## src/hw/rtl/hltd_pkg.sv

```systemverilog
// shared types and constants for the header/length/trailer deframer
package hltd_pkg;

	localparam int unsigned ByteW  = 8;
	localparam int unsigned PosW   = 9;
	localparam int unsigned AddrW  = 5;
	localparam int unsigned DataW  = 32;

	localparam logic [ByteW-1:0] HdrFirstRst  = 8'hAE;
	localparam logic [ByteW-1:0] HdrSecondRst = 8'hEA;
	localparam logic [ByteW-1:0] TrlFirstRst  = 8'hEF;
	localparam logic [ByteW-1:0] TrlSecondRst = 8'hFE;
	localparam logic [PosW-1:0]  MaxLenRst    = 9'd100;

	typedef enum logic [2:0] {
		REG_HEADER_FIRST   = 3'd0,
		REG_HEADER_SECOND  = 3'd1,
		REG_TRAILER_FIRST  = 3'd2,
		REG_TRAILER_SECOND = 3'd3,
		REG_MAX_FRAME_LEN  = 3'd4
	} reg_idx_t;

	typedef enum logic [2:0] {
		ST_IGNORED  = 3'd0,
		ST_HEADER   = 3'd1,
		ST_STORED   = 3'd2,
		ST_COMPLETE = 3'd3,
		ST_ABORTED  = 3'd4
	} status_t;

	typedef struct packed {
		logic [ByteW-1:0] header_first;
		logic [ByteW-1:0] header_second;
		logic [ByteW-1:0] trailer_first;
		logic [ByteW-1:0] trailer_second;
		logic [PosW-1:0]  max_frame_len;
	} cfg_t;

	typedef struct packed {
		status_t          status;
		logic [PosW-1:0]  position;
		logic [ByteW-1:0] data_byte;
		logic [PosW-1:0]  frame_length;
	} res_t;

endpackage

```

## src/hw/rtl/header_length_trailer_deframer_top.sv

```systemverilog
// Header/length/trailer deframer: one received byte per item, one result item per byte.
// A byte is taken into an input register, decided combinationally against the frame state and
// held in a result register, so a byte can be accepted every cycle while out_ready is high; a
// stall holds the result register. The throughput of one item per cycle is set by the frame
// state update (header match, length and trailer compares), which is combinational. in_ready
// follows out_ready combinationally through the two stages. The user must write configuration
// over the apb port only while no item is in flight; the block itself does not enforce it.
module header_length_trailer_deframer_top (
	input  logic                        clk,
	input  logic                        arst_n,
	input  logic                        psel,
	input  logic                        penable,
	input  logic                        pwrite,
	input  logic [hltd_pkg::AddrW-1:0]  paddr,
	input  logic [hltd_pkg::DataW-1:0]  pwdata,
	output logic [hltd_pkg::DataW-1:0]  prdata,
	output logic                        pready,
	input  logic                        in_valid,
	output logic                        in_ready,
	input  logic [hltd_pkg::ByteW-1:0]  rx_byte,
	output logic                        out_valid,
	input  logic                        out_ready,
	output logic [2:0]                  status,
	output logic [hltd_pkg::PosW-1:0]   position,
	output logic [hltd_pkg::ByteW-1:0]  data_byte,
	output logic [hltd_pkg::PosW-1:0]   frame_length
);
	import hltd_pkg::*;

	cfg_t             cfg;
	res_t             res;
	logic             v_s1;
	logic [ByteW-1:0] byte_s1;
	logic             v_s2;
	res_t             res_s2;
	logic             adv2;
	logic             take1;

	assign adv2     = !v_s2 || out_ready;
	assign take1    = v_s1 && adv2;
	assign in_ready = !v_s1 || adv2;

	hltd_regs u_regs (
		.clk     (clk),
		.arst_n  (arst_n),
		.psel    (psel),
		.penable (penable),
		.pwrite  (pwrite),
		.paddr   (paddr),
		.pwdata  (pwdata),
		.prdata  (prdata),
		.pready  (pready),
		.cfg     (cfg)
	);

	hltd_parse u_parse (
		.clk     (clk),
		.arst_n  (arst_n),
		.en      (take1),
		.rx_byte (byte_s1),
		.cfg     (cfg),
		.res     (res)
	);

	always_ff @(posedge clk or negedge arst_n) begin
		if (!arst_n) begin
			v_s1 <= 1'b0;
			v_s2 <= 1'b0;
		end else begin
			if (in_ready) begin
				v_s1 <= in_valid;
			end
			if (adv2) begin
				v_s2 <= v_s1;
			end
		end
	end

	always_ff @(posedge clk) begin
		if (in_valid && in_ready) begin
			byte_s1 <= rx_byte;
		end
		if (take1) begin
			res_s2 <= res;
		end
	end

	assign out_valid    = v_s2;
	assign status       = res_s2.status;
	assign position     = res_s2.position;
	assign data_byte    = res_s2.data_byte;
	assign frame_length = res_s2.frame_length;

`ifndef SYNTHESIS
	// a length is reported only with a completed frame
	a_len_only_complete: assert property (@(posedge clk) disable iff (!arst_n)
		(v_s2 && res_s2.status != ST_COMPLETE) |-> (res_s2.frame_length == '0))
		else $error("frame_length set on a non-complete item");

	// a completed frame is at least four bytes long and its length is one more than its position
	a_complete_len: assert property (@(posedge clk) disable iff (!arst_n)
		(v_s2 && res_s2.status == ST_COMPLETE) |->
		(res_s2.frame_length == res_s2.position + PosW'(1) && res_s2.frame_length >= PosW'(4)))
		else $error("bad length on completed frame");

	// the second header byte always sits at position one
	a_header_pos: assert property (@(posedge clk) disable iff (!arst_n)
		(v_s2 && res_s2.status == ST_HEADER) |-> (res_s2.position == PosW'(1)))
		else $error("header item at wrong position");

	// a stalled result holds while the next byte waits in the input register
	a_stall_hold: assert property (@(posedge clk) disable iff (!arst_n)
		(v_s2 && !out_ready) |=> $stable(res_s2))
		else $error("result changed during stall");
`endif

endmodule

```

## src/hw/rtl/hltd_regs.sv

```systemverilog
// apb configuration registers of the deframer
module hltd_regs (
	input  logic                        clk,
	input  logic                        arst_n,
	input  logic                        psel,
	input  logic                        penable,
	input  logic                        pwrite,
	input  logic [hltd_pkg::AddrW-1:0]  paddr,
	input  logic [hltd_pkg::DataW-1:0]  pwdata,
	output logic [hltd_pkg::DataW-1:0]  prdata,
	output logic                        pready,
	output hltd_pkg::cfg_t              cfg
);
	import hltd_pkg::*;

	cfg_t     cfg_q;
	reg_idx_t idx;
	logic     wr_en;

	assign idx    = reg_idx_t'(paddr[AddrW-1:2]);
	assign wr_en  = psel && penable && pwrite;
	assign pready = 1'b1;
	assign cfg    = cfg_q;

	always_ff @(posedge clk or negedge arst_n) begin
		if (!arst_n) begin
			cfg_q.header_first   <= HdrFirstRst;
			cfg_q.header_second  <= HdrSecondRst;
			cfg_q.trailer_first  <= TrlFirstRst;
			cfg_q.trailer_second <= TrlSecondRst;
			cfg_q.max_frame_len  <= MaxLenRst;
		end else if (wr_en) begin
			case (idx)
				REG_HEADER_FIRST:   cfg_q.header_first   <= pwdata[ByteW-1:0];
				REG_HEADER_SECOND:  cfg_q.header_second  <= pwdata[ByteW-1:0];
				REG_TRAILER_FIRST:  cfg_q.trailer_first  <= pwdata[ByteW-1:0];
				REG_TRAILER_SECOND: cfg_q.trailer_second <= pwdata[ByteW-1:0];
				REG_MAX_FRAME_LEN:  cfg_q.max_frame_len  <= pwdata[PosW-1:0];
				default: ;
			endcase
		end
	end

	always_comb begin
		prdata = '0;
		case (idx)
			REG_HEADER_FIRST:   prdata[ByteW-1:0] = cfg_q.header_first;
			REG_HEADER_SECOND:  prdata[ByteW-1:0] = cfg_q.header_second;
			REG_TRAILER_FIRST:  prdata[ByteW-1:0] = cfg_q.trailer_first;
			REG_TRAILER_SECOND: prdata[ByteW-1:0] = cfg_q.trailer_second;
			REG_MAX_FRAME_LEN:  prdata[PosW-1:0]  = cfg_q.max_frame_len;
			default:            prdata = '0;
		endcase
	end

endmodule

```

## src/hw/rtl/hltd_parse.sv

```systemverilog
// frame tracking state and per-byte decision logic
module hltd_parse (
	input  logic                        clk,
	input  logic                        arst_n,
	input  logic                        en,
	input  logic [hltd_pkg::ByteW-1:0]  rx_byte,
	input  hltd_pkg::cfg_t              cfg,
	output hltd_pkg::res_t              res
);
	import hltd_pkg::*;

	logic [ByteW-1:0] prev_byte_q;
	logic             in_frame_q;
	logic [PosW-1:0]  byte_count_q;
	logic [ByteW-1:0] length_field_q;

	logic             hdr;
	logic             framed;
	logic [PosW-1:0]  len2;
	logic [PosW-1:0]  len3;
	logic [PosW-1:0]  pos_inc;
	status_t          st;
	logic             nxt_in_frame;
	logic [PosW-1:0]  nxt_count;
	logic             load_len;

	assign hdr     = (rx_byte == cfg.header_second) && (prev_byte_q == cfg.header_first);
	assign framed  = in_frame_q && (byte_count_q >= PosW'(2));
	assign len2    = {1'b0, length_field_q} + PosW'(2);
	assign len3    = {1'b0, length_field_q} + PosW'(3);
	assign pos_inc = byte_count_q + PosW'(1);

	always_comb begin
		st           = ST_IGNORED;
		nxt_in_frame = 1'b0;
		nxt_count    = '0;
		load_len     = 1'b0;
		res.position     = '0;
		res.frame_length = '0;
		if (hdr) begin
			st           = ST_HEADER;
			nxt_in_frame = 1'b1;
			nxt_count    = PosW'(2);
			res.position = PosW'(1);
		end else if (framed) begin
			res.position = byte_count_q;
			if (byte_count_q >= cfg.max_frame_len) begin
				st = ST_ABORTED;
			end else if (byte_count_q == PosW'(2)) begin
				st       = ST_STORED;
				load_len = 1'b1;
			end else if (byte_count_q < len2) begin
				st = ST_STORED;
			end else if (byte_count_q == len2 && rx_byte == cfg.trailer_first) begin
				st = ST_STORED;
			end else if (byte_count_q == len3 && rx_byte == cfg.trailer_second) begin
				st               = ST_COMPLETE;
				res.frame_length = pos_inc;
			end else begin
				st = ST_ABORTED;
			end
			if (st == ST_STORED) begin
				nxt_in_frame = 1'b1;
				nxt_count    = pos_inc;
			end
		end
		res.status    = st;
		res.data_byte = rx_byte;
	end

	always_ff @(posedge clk or negedge arst_n) begin
		if (!arst_n) begin
			prev_byte_q    <= '0;
			in_frame_q     <= 1'b0;
			byte_count_q   <= '0;
			length_field_q <= '0;
		end else if (en) begin
			prev_byte_q  <= rx_byte;
			in_frame_q   <= nxt_in_frame;
			byte_count_q <= nxt_count;
			if (load_len) begin
				length_field_q <= rx_byte;
			end
		end
	end

endmodule
```

## config.mk

```make
export PLATFORM = sky130hd
export DESIGN_NAME = header_length_trailer_deframer_top
export DESIGN_NICKNAME = d
export VERILOG_FILES = /design/src/hw/rtl/hltd_pkg.sv /design/src/hw/rtl/header_length_trailer_deframer_top.sv /design/src/hw/rtl/hltd_regs.sv /design/src/hw/rtl/hltd_parse.sv
export SDC_FILE = /design/constraint.sdc
export NUM_CORES = 1
export LEC_CHECK = 0
export ABC_CLOCK_PERIOD_IN_PS = 3700
export BUFFER_PORTS_ARGS = -buffer_cell sky130_fd_sc_hd__buf_2
export CAP_MARGIN = 20
export CORE_MARGIN = 3
export CORE_UTILIZATION = 35
export DETAILED_ROUTE_END_ITERATION = 10
export PLACE_DENSITY = 0.66
export SYNTH_ARGS = -nofsm -noshare
export SYNTH_HDL_FRONTEND = slang
export SYNTH_HIERARCHICAL = 1
export SYNTH_SLANG_ARGS = --single-unit
```

## constraint.sdc

```tcl
create_clock -name clk -period 3.7 [get_ports clk]
set_input_delay 0.37 -clock clk [delete_from_list [all_inputs] [get_ports clk]]
set_output_delay 0.37 -clock clk [all_outputs]
set_load 0.1 [all_outputs]
```

==> results_dict.tcl <==
set metrics [dict create \
    crit_path_top_delay_cell "sky130_fd_sc_hd__or4_1" \
    ctsLongestPathBuffers 2 \
    synth_seq_cells 106 \
    number_of_h_tree_branching_levels 3 \
    timing.final.max_slew_violations 0 \
    hpwl_um 10400 \
    place_congestion 0.876 \
    wl_per_cell_um 17.8 \
    cap_violations 0 \
    routed_via_density 5.16 \
    grt_start_max_net_pins 48 \
    clock_sink_count 106 \
    syn_area_mm2 0.00605 \
    worst_setup_path_end_kind "register" \
    r2r_cells 11 \
    cts_root_buffer "sky130_fd_sc_hd__clkbuf_16" \
    synth_top_flop_cell "sky130_fd_sc_hd__dfrtp_1" \
    synth_top_cells_by_area "sky130_fd_sc_hd__edfxtp_1 18%, sky130_fd_sc_hd__dfrtp_1 17%, sky130_fd_sc_hd__dfstp_2 12%, sky130_fd_sc_hd__mux2_2 11%, sky130_fd_sc_hd__xnor2_1 5.8%" \
    synth-seq-area-share 0.474 \
    n_antenna_cell 0 \
    required_time_of_the_critical_path_ns 3.97 \
    hp-class "input port to async pin" \
    most-common-layout-cells "66 x sky130_fd_sc_hd__buf_2, 58 x sky130_fd_sc_hd__mux2_2, 42 x sky130_fd_sc_hd__dfrtp_1" \
    p_leak_nw 2.78 \
    synth_top_cell_by_area "sky130_fd_sc_hd__edfxtp_1" \
    post_cts_buffers 0 \
    std_cell_rows 47 \
    timing.final.crit_period_ns 3.08 \
    max_clock_freq_mhz 325 \
    die_height_um 137 \
    synth_enable_flop_cells 37 \
    post-route-drc-count 0 \
    worst-setup-path-type "register to register" \
    worstSetupStartpointType "register" \
    outcome "finished clean" \
    clock_skew_ns 0.0131 \
    detail_route.first_pass.iterations 7 \
    layout.nets 637 \
    layout.area.seq_mm2 0.00287 \
    cts_made_buffers 9 \
    port-buffer-count 66 \
    route.antenna.remaining_nets 0 \
    initial_utilization 0.361 \
    drtIter0Drc 285 \
    max_stage_delay_ns 0.54 \
    drive_gt1_frac 0.333 \
    area_of_the_multi_input_gates_mm2 0.00283 \
    die_area_mm2 0.0189 \
    tritoncts "built" \
    crit_arrival_ns 3.35 \
    groute.usage.overall 0.153 \
    core_area_mm2 0.0168 \
    layout_commonest_cell "sky130_fd_sc_hd__buf_2" \
    cts-hold-fix-buffers 0 \
    largest_fanout_on_the_critical_path 12 \
    peakVddDrop_v 0.000353 \
    io_pins 116 \
    number_of_antenna_violations_at_the_first_check_in_global_routing 0 \
    post_synth_num_cell_types 59 \
    timing_worst_slew_pin_value_ns 0.694 \
    detail_route.wirelength_um 14000 \
    layout.filler_cells 1626 \
    rsz0062_at_grt "no" \
    grt_first_pass_wirelength_um 22400 \
    gr-total-overflow 0 \
    hold_viol 0 \
    cts-resized-gates 0 \
    via_count_of_the_first_global_routing_pass 4076 \
    fin_hold_ws_ns 0.0140 \
    setup_tns_ns 0 \
    totalPowerFinal_mw 4.21 \
    floorplan.die.width_um 137 \
    synth_area_per_cell_um2 11.8 \
    syn-instance-count 513 \
    synthArstFlopShare 0.651 \
    ys_warn_count 6 \
    power_density_over_cell_area_mw_per_mm2 630 \
    clock_latency_ns 0.36 \
    synth_top_cell_area_share 0.184 \
    clock_pin_slew_worst_setup_and_hold_paths_ns 0.07 \
    routed-via-count 4061 \
    timing.max_slew.rel_slack 0.533 \
    final.period_utilization 0.832 \
    setup_viol 0 \
    cp_cell_sequence "ha_1 -> nand3_1 -> xor2_1 -> ha_1 -> nand2_1 -> or4_1 -> nor3_2 -> a2bb2oi_2 -> buf_4 -> nand3_1 -> o22ai_1" \
    area_growth_syn_to_layout_pct 10.5 \
]
[final timing paths]
kind | from | to | slack, ns
min | arst_n | u_parse/prev_byte_q[5] | 0.01
max | u_parse/length_field_q[2] | u_parse/byte_count_q[3] | 0.62
min in group clk | rx_byte[6] | byte_s1[6] | 0.18
min reg2reg | u_parse/prev_byte_q[1] | u_parse/prev_byte_q[1] | 0.54
max in group asynchronous | arst_n | u_regs/cfg[20] | 2.69
max reg2reg | u_parse/length_field_q[2] | u_parse/byte_count_q[3] | 0.62
[cell usage after synthesis (11+ instances only)]
master	instances
sky130_fd_sc_hd__dfrtp_1	42
sky130_fd_sc_hd__nand2_1	12
sky130_fd_sc_hd__mux2_2	58
sky130_fd_sc_hd__edfxtp_1	37
sky130_fd_sc_hd__nand3_1	11
sky130_fd_sc_hd__inv_1	19
sky130_fd_sc_hd__buf_4	33
sky130_fd_sc_hd__ha_1	23
sky130_fd_sc_hd__xnor2_1	40
sky130_fd_sc_hd__xor2_1	13
sky130_fd_sc_hd__and3_1	13
sky130_fd_sc_hd__nor3_1	20
sky130_fd_sc_hd__dfstp_2	27
sky130_fd_sc_hd__nor2_1	18
sky130_fd_sc_hd__a21oi_1	13
[stage by stage]
stage,worst slack [ns],std cells,utilization,area [um2]
after floorplan,0.197,535,-,6130
after global placement,0.737,771,0.382,6410
after detailed placement,0.639,771,0.382,6410
after CTS,0.617,787,0.399,6690
after global routing,0.331,787,0.399,6690
final,0.620,787,0.399,6690
[layer usage]
layer  track usage  up-vias  wire length (um)  share of wire
met3        0.0362       26               873          0.062
li1              -     1898                 -              -
met1         0.200     1996              6010           0.43
met5             0        -                 0              0
met4        0.0488        0               278          0.020
met2         0.251      141              6820           0.49
[worst max-delay path: cells and delay by family, from the launching register on]
kind / cells / cell delay [ns]
buffers and inverters: 1 / 0.21
flip-flops: 1 / 0.47
adder cells (fa/ha/maj): 2 / 0.58
AND/OR/NAND/NOR: 5 / 1.12
XOR/XNOR: 1 / 0.17
AO/OA/AOI/OAI: 2 / 0.43
[cell type report]
cell class / instances / share of cell area
Sequential cell: 106 / 0.430
Timing Repair Buffer: 70 / 0.0539
Tap cell: 220 / 0.0412
Multi-Input combinational cell: 355 / 0.423
Inverter: 20 / 0.0112
Clock inverter: 7 / 0.00767
Clock buffer: 9 / 0.0337
[cells by family after synthesis]
group                      Yosys count  share of synthesized area
and+or+nand+nor                    117                      0.113
DFF                                106                      0.474
buffers and inverters               74                     0.0724
AOI/OAI and AO/OA                   69                     0.0819
muxes                               69                      0.133
xor gates and xnor gates            53                     0.0767
adders and majority gates           23                     0.0476
other                                2                    0.00124
[power by group]
group / internal [mW] / switching (mW)
logic: 0.573 / 0.995
registers: 1.47 / 0.261
clock network: 0.463 / 0.455
total: 2.50 / 1.71
[flip-flops by register name, summed over array words and instances, names as in the netlist]
name,flops
u_parse/prev_byte_q,8
byte_s1,8
u_parse/byte_count_q,9
status,3
position,9
out_valid,1
data_byte,8
v_s1,1
frame_length,9
u_regs/cfg,41
u_parse/in_frame_q,1
u_parse/length_field_q,8
Power figures use the tool's default switching activity.
